<file path="src/hw/rtl/sbsa_pkg.sv">
// sbsa_pkg: shared types and codes of the sprite batch slot assigner
// command, result kind, status and register index codes, and the result record
// no dependencies
package sbsa_pkg;

	localparam int CMD_W     = 2;
	localparam int ID_IN_W   = 16;
	localparam int CFG_IDX_W = 2;
	localparam int CFG_DAT_W = 11;
	localparam int MS_W      = 11;
	localparam int MT_W      = 5;

	typedef enum logic [CMD_W-1:0] {
		CMD_BEGIN = 2'd0,
		CMD_ADD   = 2'd1,
		CMD_END   = 2'd2
	} cmd_t;

	typedef enum logic [1:0] {
		KIND_ADD   = 2'd0,
		KIND_FLUSH = 2'd1,
		KIND_ACK   = 2'd2
	} kind_t;

	typedef enum logic [1:0] {
		ST_OK          = 2'd0,
		ST_NOT_STARTED = 2'd1,
		ST_NO_TEXTURE  = 2'd2,
		ST_STARTED     = 2'd3
	} status_t;

	typedef enum logic [CFG_IDX_W-1:0] {
		CFG_SPRITE_LIMIT = 2'd0,
		CFG_SLOT_LIMIT   = 2'd1
	} cfg_idx_t;

	typedef struct packed {
		logic [1:0]  kind;
		logic [1:0]  status;
		logic [3:0]  texture_slot;
		logic [11:0] base_vertex;
		logic [10:0] batch_sprites;
		logic [4:0]  batch_textures;
		logic        last;
	} result_t;

	function automatic result_t mk_result(input kind_t k, input status_t s,
			input logic [3:0] slot, input logic [11:0] base,
			input logic [10:0] ns, input logic [4:0] nt, input logic lst);
		result_t r;
		r.kind           = k;
		r.status         = s;
		r.texture_slot   = slot;
		r.base_vertex    = base;
		r.batch_sprites  = ns;
		r.batch_textures = nt;
		r.last           = lst;
		return r;
	endfunction

endpackage

</file>
<file path="src/hw/rtl/sprite_batch_slot_assigner_core.sv">
// sprite_batch_slot_assigner_core: top level of the sprite batch slot assigner
// control, limit registers, chain of slot cells and the result queue
// depends on sbsa_pkg, sbsa_cell, sbsa_out_queue

// Takes begin, add and end commands and groups sprites into batches. The transfer
// registers command and texture id; the evaluation step then runs the id through the
// chain of slot cells, updates the batch counts and the slot table and loads one or
// two results into the output queue. That step waits until the queue is empty, so
// while results of a command are not taken, or while the two results of a flush
// drain (one per cycle while out_ready is high), the next command sits in its
// register and no further command is accepted. Limits written through the
// configuration port are clamped on write; no clearing pass runs after reset.
module sprite_batch_slot_assigner_core #(
	parameter int BATCH_SPRITES = 1024,
	parameter int MAX_SLOTS     = 16,
	parameter int ID_WIDTH      = 16
) (
	input  logic                                clk,
	input  logic                                arst_n,
	input  logic                                in_valid,
	output logic                                in_ready,
	input  logic [sbsa_pkg::CMD_W-1:0]          cmd,
	input  logic                                has_texture,
	input  logic [sbsa_pkg::ID_IN_W-1:0]        texture_id,
	output logic                                out_valid,
	input  logic                                out_ready,
	output logic [1:0]                          kind,
	output logic [1:0]                          status,
	output logic [3:0]                          texture_slot,
	output logic [11:0]                         base_vertex,
	output logic [10:0]                         batch_sprites,
	output logic [4:0]                          batch_textures,
	output logic                                last,
	input  logic                                cfg_valid,
	output logic                                cfg_ready,
	input  logic [sbsa_pkg::CFG_IDX_W-1:0]      cfg_index,
	input  logic [sbsa_pkg::CFG_DAT_W-1:0]      cfg_data
);
	import sbsa_pkg::*;

	localparam int ID_W   = ID_WIDTH < ID_IN_W ? ID_WIDTH : ID_IN_W;
	localparam int SC_W   = $clog2(BATCH_SPRITES + 1);
	localparam int CNT_W  = $clog2(MAX_SLOTS + 1);
	localparam int SLOT_W = MAX_SLOTS > 1 ? $clog2(MAX_SLOTS) : 1;
	localparam int LS_W   = SC_W > MS_W ? SC_W : MS_W;
	localparam int LT_W   = CNT_W > MT_W ? CNT_W : MT_W;
	localparam int LIM_SPR_RST  = BATCH_SPRITES < 1024 ? BATCH_SPRITES : 1024;
	localparam int LIM_SLOT_RST = MAX_SLOTS < 16 ? MAX_SLOTS : 16;

	// limit registers, clamped on write
	logic [SC_W-1:0]  lim_spr_q;
	logic [CNT_W-1:0] lim_slot_q;
	logic [LS_W-1:0]  ms_ext;
	logic [LT_W-1:0]  mt_ext;

	// batch state
	logic             open_q;
	logic [SC_W-1:0]  sc_q;
	logic [CNT_W-1:0] slc_q;

	// registered command
	logic             busy_q;
	cmd_t             cmd_s1;
	logic             tex_s1;
	logic [ID_W-1:0]  key_s1;

	// evaluation
	logic             eval;
	logic             q_empty;
	logic             open_n;
	logic [SC_W-1:0]  sc_n;
	logic [CNT_W-1:0] slc_n;
	logic             tbl_we;
	logic [SLOT_W-1:0] tbl_widx;
	logic [1:0]       nres;
	result_t          r0;
	result_t          r1;
	result_t          head;
	logic             full;
	logic [SLOT_W-1:0] add_slot;

	// chain links
	logic              hit_l  [0:MAX_SLOTS];
	logic [SLOT_W-1:0] slot_l [0:MAX_SLOTS];
	logic [MAX_SLOTS-1:0] match_v;

	assign cfg_ready = 1'b1;
	assign ms_ext    = LS_W'(cfg_data);
	assign mt_ext    = LT_W'(cfg_data[MT_W-1:0]);

	always_ff @(posedge clk or negedge arst_n) begin
		if (!arst_n) begin
			lim_spr_q  <= SC_W'(LIM_SPR_RST);
			lim_slot_q <= CNT_W'(LIM_SLOT_RST);
		end else if (cfg_valid && cfg_ready) begin
			case (cfg_index)
				CFG_SPRITE_LIMIT: begin
					if (ms_ext == '0)
						lim_spr_q <= SC_W'(1);
					else if (ms_ext > LS_W'(BATCH_SPRITES))
						lim_spr_q <= SC_W'(BATCH_SPRITES);
					else
						lim_spr_q <= SC_W'(ms_ext);
				end
				CFG_SLOT_LIMIT: begin
					if (mt_ext == '0)
						lim_slot_q <= CNT_W'(1);
					else if (mt_ext > LT_W'(MAX_SLOTS))
						lim_slot_q <= CNT_W'(MAX_SLOTS);
					else
						lim_slot_q <= CNT_W'(mt_ext);
				end
				default: ;
			endcase
		end
	end

	assign in_ready = !busy_q;
	assign eval     = busy_q && q_empty;

	always_ff @(posedge clk or negedge arst_n) begin
		if (!arst_n) begin
			busy_q <= 1'b0;
			open_q <= 1'b0;
			sc_q   <= '0;
			slc_q  <= '0;
		end else begin
			if (in_valid && in_ready)
				busy_q <= 1'b1;
			else if (eval)
				busy_q <= 1'b0;
			if (eval) begin
				open_q <= open_n;
				sc_q   <= sc_n;
				slc_q  <= slc_n;
			end
		end
	end

	always_ff @(posedge clk) begin
		if (in_valid && in_ready) begin
			cmd_s1 <= cmd_t'(cmd);
			tex_s1 <= has_texture;
			key_s1 <= texture_id[ID_W-1:0];
		end
	end

	// chain of slot cells, a hit ripples toward the end and a later match takes over the slot
	assign hit_l[0]  = 1'b0;
	assign slot_l[0] = '0;

	for (genvar i = 0; i < MAX_SLOTS; i++) begin : g_cell
		sbsa_cell #(
			.ID_W   (ID_W),
			.SLOT_W (SLOT_W),
			.CNT_W  (CNT_W),
			.INDEX  (i)
		) u_cell (
			.clk        (clk),
			.key        (key_s1),
			.slot_count (slc_q),
			.wr_en      (tbl_we),
			.wr_idx     (tbl_widx),
			.hit_in     (hit_l[i]),
			.slot_in    (slot_l[i]),
			.hit_out    (hit_l[i+1]),
			.slot_out   (slot_l[i+1]),
			.match      (match_v[i])
		);
	end

	assign full     = (sc_q >= lim_spr_q) || (!hit_l[MAX_SLOTS] && slc_q >= lim_slot_q);
	assign add_slot = hit_l[MAX_SLOTS] ? slot_l[MAX_SLOTS] : slc_q[SLOT_W-1:0];

	always_comb begin
		open_n   = open_q;
		sc_n     = sc_q;
		slc_n    = slc_q;
		tbl_we   = 1'b0;
		tbl_widx = slc_q[SLOT_W-1:0];
		nres     = 2'd0;
		r0       = '0;
		r1       = '0;
		case (cmd_s1)
			CMD_BEGIN: begin
				nres = 2'd1;
				if (open_q) begin
					r0 = mk_result(KIND_ACK, ST_STARTED, '0, '0, '0, '0, 1'b1);
				end else begin
					open_n = 1'b1;
					sc_n   = '0;
					slc_n  = '0;
					r0 = mk_result(KIND_ACK, ST_OK, '0, '0, '0, '0, 1'b1);
				end
			end
			CMD_END: begin
				if (!open_q) begin
					nres = 2'd1;
					r0 = mk_result(KIND_ACK, ST_NOT_STARTED, '0, '0, '0, '0, 1'b1);
				end else begin
					open_n = 1'b0;
					sc_n   = '0;
					slc_n  = '0;
					if (sc_q != '0) begin
						nres = 2'd2;
						r0 = mk_result(KIND_FLUSH, ST_OK, '0, '0, 11'(sc_q), 5'(slc_q), 1'b0);
						r1 = mk_result(KIND_ACK, ST_OK, '0, '0, '0, '0, 1'b1);
					end else begin
						nres = 2'd1;
						r0 = mk_result(KIND_ACK, ST_OK, '0, '0, '0, '0, 1'b1);
					end
				end
			end
			CMD_ADD: begin
				if (!open_q) begin
					nres = 2'd1;
					r0 = mk_result(KIND_ADD, ST_NOT_STARTED, '0, '0, '0, '0, 1'b1);
				end else if (!tex_s1) begin
					if (sc_q != '0) begin
						nres  = 2'd2;
						sc_n  = '0;
						slc_n = '0;
						r0 = mk_result(KIND_FLUSH, ST_OK, '0, '0, 11'(sc_q), 5'(slc_q), 1'b0);
						r1 = mk_result(KIND_ADD, ST_NO_TEXTURE, '0, '0, '0, '0, 1'b1);
					end else begin
						nres = 2'd1;
						r0 = mk_result(KIND_ADD, ST_NO_TEXTURE, '0, '0, '0, '0, 1'b1);
					end
				end else if (full) begin
					// flush, then place the sprite as the first of a fresh batch
					tbl_we   = 1'b1;
					tbl_widx = '0;
					sc_n     = SC_W'(1);
					slc_n    = CNT_W'(1);
					if (sc_q != '0) begin
						nres = 2'd2;
						r0 = mk_result(KIND_FLUSH, ST_OK, '0, '0, 11'(sc_q), 5'(slc_q), 1'b0);
						r1 = mk_result(KIND_ADD, ST_OK, '0, '0, '0, '0, 1'b1);
					end else begin
						nres = 2'd1;
						r0 = mk_result(KIND_ADD, ST_OK, '0, '0, '0, '0, 1'b1);
					end
				end else begin
					nres = 2'd1;
					sc_n = sc_q + SC_W'(1);
					if (!hit_l[MAX_SLOTS]) begin
						tbl_we = 1'b1;
						slc_n  = slc_q + CNT_W'(1);
					end
					r0 = mk_result(KIND_ADD, ST_OK, 4'(add_slot), 12'({sc_q, 2'b00}),
						'0, '0, 1'b1);
				end
			end
			default: ;
		endcase
		if (!eval)
			tbl_we = 1'b0;
	end

	sbsa_out_queue u_queue (
		.clk       (clk),
		.arst_n    (arst_n),
		.load      (eval),
		.load_n    (nres),
		.r0        (r0),
		.r1        (r1),
		.out_ready (out_ready),
		.out_valid (out_valid),
		.empty     (q_empty),
		.head      (head)
	);

	assign kind           = head.kind;
	assign status         = head.status;
	assign texture_slot   = head.texture_slot;
	assign base_vertex    = head.base_vertex;
	assign batch_sprites  = head.batch_sprites;
	assign batch_textures = head.batch_textures;
	assign last           = head.last;

	// a texture id lives in at most one slot of the batch
	a_single_match: assert property (@(posedge clk) disable iff (!arst_n)
		busy_q |-> $onehot0(match_v))
		else $error("texture id found in more than one slot");

	// sprites and slots are emptied together
	a_counts_agree: assert property (@(posedge clk) disable iff (!arst_n)
		(sc_q == '0) == (slc_q == '0))
		else $error("sprite and slot counts disagree on an empty batch");

	// a closed batch holds nothing
	a_closed_empty: assert property (@(posedge clk) disable iff (!arst_n)
		!open_q |-> (sc_q == '0))
		else $error("closed batch still holds sprites");

	// a command accepted at an edge is evaluated only after that edge
	a_no_eval_on_accept: assert property (@(posedge clk) disable iff (!arst_n)
		(in_valid && in_ready) |=> busy_q && $stable(open_q))
		else $error("command evaluated in its transfer cycle");

endmodule

</file>
<file path="src/hw/rtl/sbsa_cell.sv">
// sbsa_cell: one texture slot of the batch, holding its texture id
// compares the registered key and passes any hit down the chain, a later match taking over the slot
// no dependencies
module sbsa_cell #(
	parameter int ID_W   = 16,
	parameter int SLOT_W = 4,
	parameter int CNT_W  = 5,
	parameter int INDEX  = 0
) (
	input  logic              clk,
	input  logic [ID_W-1:0]   key,
	input  logic [CNT_W-1:0]  slot_count,
	input  logic              wr_en,
	input  logic [SLOT_W-1:0] wr_idx,
	input  logic              hit_in,
	input  logic [SLOT_W-1:0] slot_in,
	output logic              hit_out,
	output logic [SLOT_W-1:0] slot_out,
	output logic              match
);
	logic [ID_W-1:0] entry_q;
	logic            live;

	always_ff @(posedge clk) begin
		if (wr_en && wr_idx == SLOT_W'(INDEX)) begin
			entry_q <= key;
		end
	end

	// only slots below the fill count belong to the batch
	assign live     = CNT_W'(INDEX) < slot_count;
	assign match    = live && (entry_q == key);
	assign hit_out  = hit_in | match;
	assign slot_out = match ? SLOT_W'(INDEX) : slot_in;

endmodule

</file>
<file path="src/hw/rtl/sbsa_out_queue.sv">
// sbsa_out_queue: two-entry result queue between the evaluation step and the output
// loaded with up to two results at once while empty, drained one per transfer
// depends on sbsa_pkg
module sbsa_out_queue (
	input  logic            clk,
	input  logic            arst_n,
	input  logic            load,
	input  logic [1:0]      load_n,
	input  sbsa_pkg::result_t r0,
	input  sbsa_pkg::result_t r1,
	input  logic            out_ready,
	output logic            out_valid,
	output logic            empty,
	output sbsa_pkg::result_t head
);
	import sbsa_pkg::*;

	result_t   e0_q;
	result_t   e1_q;
	logic [1:0] cnt_q;

	always_ff @(posedge clk or negedge arst_n) begin
		if (!arst_n) begin
			cnt_q <= '0;
		end else if (load) begin
			cnt_q <= load_n;
		end else if (out_valid && out_ready) begin
			cnt_q <= cnt_q - 2'd1;
		end
	end

	always_ff @(posedge clk) begin
		if (load) begin
			e0_q <= r0;
			e1_q <= r1;
		end else if (out_valid && out_ready) begin
			e0_q <= e1_q;
		end
	end

	assign out_valid = cnt_q != 2'd0;
	assign empty     = cnt_q == 2'd0;
	assign head      = e0_q;

endmodule

</file>
<file path="config.mk">
export PLATFORM = sky130hd
export DESIGN_NAME = sprite_batch_slot_assigner_core
export DESIGN_NICKNAME = d
export VERILOG_FILES = /design/src/hw/rtl/sbsa_pkg.sv /design/src/hw/rtl/sprite_batch_slot_assigner_core.sv /design/src/hw/rtl/sbsa_cell.sv /design/src/hw/rtl/sbsa_out_queue.sv
export SDC_FILE = /design/constraint.sdc
export NUM_CORES = 1
export LEC_CHECK = 0
export BUFFER_PORTS_ARGS = -buffer_cell sky130_fd_sc_hd__buf_2
export CAP_MARGIN = 10
export CORE_MARGIN = 2
export CORE_UTILIZATION = 67
export CTS_CLUSTER_SIZE = 16
export DETAILED_ROUTE_END_ITERATION = 10
export PLACE_DENSITY_LB_ADDON = 0.3
export SKIP_LAST_GASP = 1
export SYNTH_ARGS = -nofsm -noshare
export SYNTH_HDL_FRONTEND = slang
export SYNTH_HIERARCHICAL = 1
export SYNTH_SLANG_ARGS = --single-unit
</file>
<file path="constraint.sdc">
create_clock -name clk -period 11.7 [get_ports clk]
set_input_delay 2.34 -clock clk [delete_from_list [all_inputs] [get_ports clk]]
set_output_delay 2.34 -clock clk [all_outputs]
set_load 0.03 [all_outputs]
</file>
### After elaboration in Yosys (flattened, before gate mapping)

Index checks and enable logic that the tools add are counted.

| storage, ports and cells | value |
|---|---|
| flip-flop bits (word level) | 385 |
| bits of input ports | 37 |
| output and inout bits | 40 |
| logic and storage cells | 248 |

| cells by class | value |
|---|---|
| add/sub/neg operators | 3 |
| order comparisons | 20 |
| equality and inequality tests | 39 |
| muxes and demuxes | 75 |
| bitwise gates (word level) | 15 |
| reduce and logical (&&, ||, !) cells | 56 |

Operators by type and width:

| operator | number |
|---|---|
| $mux 37 | 11 |
| $eq 16x16->1 | 16 |
| $pmux 37 s3 | 1 |
| $mux 11 | 8 |
| $pmux 37 s2 | 1 |
| $mux 36 | 2 |
| $mux 35 | 2 |
| $mux 4 | 13 |
| $mux 5 | 9 |
| $lt 4x5->1 const A | 8 |
| $logic_and 1x1->1 | 36 |
| $pmux 11 s3 | 1 |
| $eq 4x4->1 const B | 8 |
| $lt 3x5->1 const A | 4 |
| $mux 2 | 9 |
| $eq 4x3->1 const B | 4 |
| $or 1x1->1 | 15 |
| $pmux 5 s3 | 1 |
| $mux 3 | 4 |
| $add 11x1->11 const B | 1 |
| $ge 11x11->1 | 1 |
| $gt 11x11->1 const B | 1 |
| $logic_not 11->1 | 1 |
| $mux 1 | 11 |
| other kinds (26) | 40 |

### Logic depth before layout (Yosys ltp)

| logic depth | value |
|---|---|
| depth in word-level cells | 26 |
| depth in mapped cells | 27 |

### Cells and area by module

Netlist, hierarchy kept.

Modules (own cells, without submodules):

| module | instances | cells each | area an instance (sq um) | seq. area each (sq um) |
|---|---|---|---|---|
| sprite_batch_slot_assigner_core | 1 | 336 | 3,218.1 | 1,423.9 |
| sbsa_out_queue | 1 | 131 | 2,815.2 | 2,272.2 |
| sbsa_cell (g_cell[2].u_cell ...) | 3 | 47 | 740.7 | 480.5 |
| sbsa_cell (g_cell[12].u_cell) | 1 | 47 | 752.0 | 480.5 |
| sbsa_cell (g_cell[6].u_cell) | 1 | 47 | 750.7 | 480.5 |
| sbsa_cell (g_cell[1].u_cell) | 1 | 46 | 739.5 | 480.5 |
| sbsa_cell (g_cell[13].u_cell) | 1 | 47 | 737.0 | 480.5 |
| sbsa_cell (g_cell[8].u_cell) | 1 | 48 | 733.2 | 480.5 |
| sbsa_cell (g_cell[10].u_cell) | 1 | 49 | 728.2 | 480.5 |
| sbsa_cell (g_cell[0].u_cell) | 1 | 48 | 726.9 | 480.5 |
| sbsa_cell (g_cell[4].u_cell) | 1 | 48 | 725.7 | 480.5 |
| sbsa_cell (g_cell[7].u_cell) | 1 | 47 | 716.9 | 480.5 |
| sbsa_cell (g_cell[14].u_cell) | 1 | 47 | 715.7 | 480.5 |
| sbsa_cell (g_cell[11].u_cell) | 1 | 47 | 714.4 | 480.5 |
| 2 more rows | n/a | n/a | n/a | n/a |

### Worst setup path after synthesis

No wires, ideal clock.

| timing | value |
|---|---|
| kind | register to register |
| from | register key_s1[11] |
| to | register g_cell[7].u_cell.entry_q[0], enable pin |
| data arrival time | 6.416 ns |
| path slack | 4.854 ns |
| cell stages (with the launch flop) | 25 |
| path buffers | 1 |
| clock period less this slack | 6.846 ns |
| path through | edfxtp_1 xnor2_1 nand4_1 nor3_2 a21o_2 a21o_1 a21o_2 o21bai_1 a21o_2 o21bai_1 o21bai_1 o21bai_1 a21o_1 o21bai_1 o21bai_1 o21bai_1 o21bai_1 o21bai_1 o21bai_1 o21bai_1 clkbuf_1 or2_2 a21o_1 and2_1 nor4bb_1 |

RTL lines:

| item | line | text |
|---|---|---|
| start, declared | sprite_batch_slot_assigner_core.sv:65 | `logic [ID_W-1:0] key_s1;` |
| start signal, assigned | sprite_batch_slot_assigner_core.sv:144 | `key_s1 <= texture_id[ID_W-1:0];` |
| end signal, assigned | sbsa_cell.sv:26 | `entry_q <= key;` |
| end, declared | sbsa_cell.sv:21 | `logic [ID_W-1:0] entry_q;` |

==> impl_metrics.tcl <==
set metrics [dict create \
    status "finished clean" \
    diodes 0 \
    grt_pass1_wl_um 57400 \
    cts_buffers 40 \
    routedWlPerCell_um 21.2 \
    worstHoldStart "lim_spr_q[5]$_DFFE_PN0P_" \
    cp-startpoint "key_s1[13]$_DFFE_PP_" \
    worst_pin_slew_ns 1.25 \
    port_buffers 75 \
    min_path_type "reg2reg" \
    max_cap_viol_count 0 \
    cpMostUsedCell "o21bai_1" \
    p_leak_nw 7.09 \
    finalCriticalPeriod_ns 6.66 \
    post_synth_inst_count 1207 \
    hold_violations 0 \
    finalSetupViolCount 0 \
    critPathSlowestCell "nor2_1" \
    start_util_pct 67.9 \
    dr.pass1.iters 5 \
    path_clk_slew_ns 0.06 \
    grt_pass1_vias 10500 \
    r2r_start "key_s1[13]$_DFFE_PP_" \
    fin_nets 1436 \
    post_cts_buffers 0 \
    die_h_um 166 \
    critPathLaunchType "flip-flop" \
    cts-hold-fix-buffers 0 \
    syn2layout_area_growth_pct 13.8 \
    slew_violations 0 \
    drt_iter0_markers 979 \
    routed.top_layer "met4" \
    cts_root_buffer "clkbuf_16" \
    slew_headroom_pct 16.3 \
    num_rows 59 \
    syn-cell-area_mm2 0.0176 \
    clockBufferDepth 3 \
    h-tree-depth 2 \
    gp_congestion 0.855 \
    cts_tree "done" \
    die_width_um 166 \
    viasPerCell 5.97 \
    coreArea_mm2 0.0260 \
    syn_avg_cell_area_um2 14.6 \
    cpPeakStageDelay_ns 0.97 \
    io_pins 77 \
    numClockSinks 385 \
    wl_met3_um 2000 \
    cts_resized 0 \
    cp-end-kind "flip-flop" \
    grt_usage_pct 26.6 \
    fmax_mhz 150 \
    tns_ns 0 \
    rsz0062_at_grt "false" \
    antenna_found_initial 0 \
    globalRouteOverflowTotal 0 \
    p_per_area_mw_per_mm2 200 \
    clock-skew-final_ns 0.0155 \
    ant_nets 0 \
    insertion_delay_ns 0.52 \
    final_util_pct 77.3 \
    ir_drop_uv 218 \
    grt_max_degree 84 \
    drt_wl_total_um 36800 \
    met1_length_um 14900 \
    worstPathRequired_ns 11.82 \
    cp_data_arrival_time_ns 6.78 \
    drive_gt1_share_pct 17.9 \
    drcViolationCount 0 \
    dpl.hpwl_um 21900 \
    period_share_pct 56.9 \
    path_max_fanout 32 \
    wl_met2_um 18400 \
    critPathKind "reg2reg" \
    die_area_mm2 0.0276 \
    yosysWarnings 6 \
    finalPower_w 0.00402 \
    vias 10400 \
]
==> worst max-delay path: cells and delay by family, from the launching register on <==
kind / cells / cell delay, ns
flip-flops: 1 / 0.34
AO/OA/AOI/OAI: 17 / 3.00
buffers and inverters: 1 / 0.47
AND/OR/NAND/NOR: 6 / 2.27
XOR/XNOR: 1 / 0.17
==> metrics by stage <==
| step | hold slack [ns] | worst slack, ns | std cells | area, µm² |
|---|---|---|---|---|
| floorplan | 0.450 | 4.87 | 1247 | 17800 |
| global placement | 0.464 | 5.34 | 1664 | 18700 |
| detailed placement | 0.474 | 5.10 | 1664 | 18700 |
| CTS | 0.487 | 5.05 | 1733 | 20000 |
| global route | 0.516 | 4.70 | 1737 | 20100 |
| finish | 0.477 | 5.04 | 1737 | 20100 |
==> layout make-up <==
class | count | area (µm²)
Inverter | 27 | 101
Tap cell | 335 | 419
Multi-Input combinational cell | 819 | 6280
Timing Repair Buffer | 102 | 586
Clock buffer | 50 | 1070
Sequential cell | 385 | 11400
Clock inverter | 19 | 240
Fill cell | 1481 | 5910
==> flip-flops by register name, indices dropped and copies added, names as in the netlist, 2 cells and up <==
name and count:
lim_slot_q 5, g_cell.u_cell/entry_q 256, cmd_s1 2, key_s1 16
u_queue/head 37, u_queue/e1_q 37, sc_q 11, lim_spr_q 11
slc_q 5, u_queue/cnt_q 2
==> cells in the final DEF, fill, tap and decap left out, drive strengths merged, types with 9 or more instances in the layout <==
master	count
nor2	39
clkbuf	50
dfrtp	34
edfxtp	349
o21bai	40
buf	102
a22o	9
nor3	15
ha	24
mux2	39
a21o	18
nand2b	12
xor2	145
a21boi	17
o21a	19
clkinv	12
nand3	25
nand4	32
inv	28
and2	31
o21ai	29
nor4	42
xnor2	111
nor2b	10
nand2	39
a21oi	18
conb	42
==> report_power, final <==
part	leakage [nW]	total, W	internal, W	switching [W]
registers	3.66	0.00182	0.00173	0.0000867
clock network	0.642	0.00127	0.000777	0.000488
logic	2.78	0.000935	0.000312	0.000623
==> final timing paths <==
path | end | slack, ns | depth (start not counted)
min in group asynchronous | lim_spr_q[7]$_DFFE_PN0P_ | 1.95 | 1
worst min-delay path | lim_spr_q[5]$_DFFE_PN0P_ | 0.48 | 2
worst max register to register | g_cell[6].u_cell/entry_q[11]$_DFFE_PP_ | 5.04 | 25
max in group asynchronous | u_queue/cnt_q[1]$_DFFE_PN0P_ | 9.18 | 1
worst max-delay path | g_cell[6].u_cell/entry_q[11]$_DFFE_PP_ | 5.04 | 25
worst min register to register | lim_spr_q[5]$_DFFE_PN0P_ | 0.48 | 2
==> routing by layer <==
| layer | track usage (%) | vias to the layer above |
|---|---|---|
| li1 | - | 4791 |
| met1 | 33.9 | 5121 |
| met2 | 46.2 | 367 |
| met3 | 3.96 | 92 |
| met4 | 11.1 | 0 |
| met5 | 0 | - |
Power figures use the tool's default switching activity.
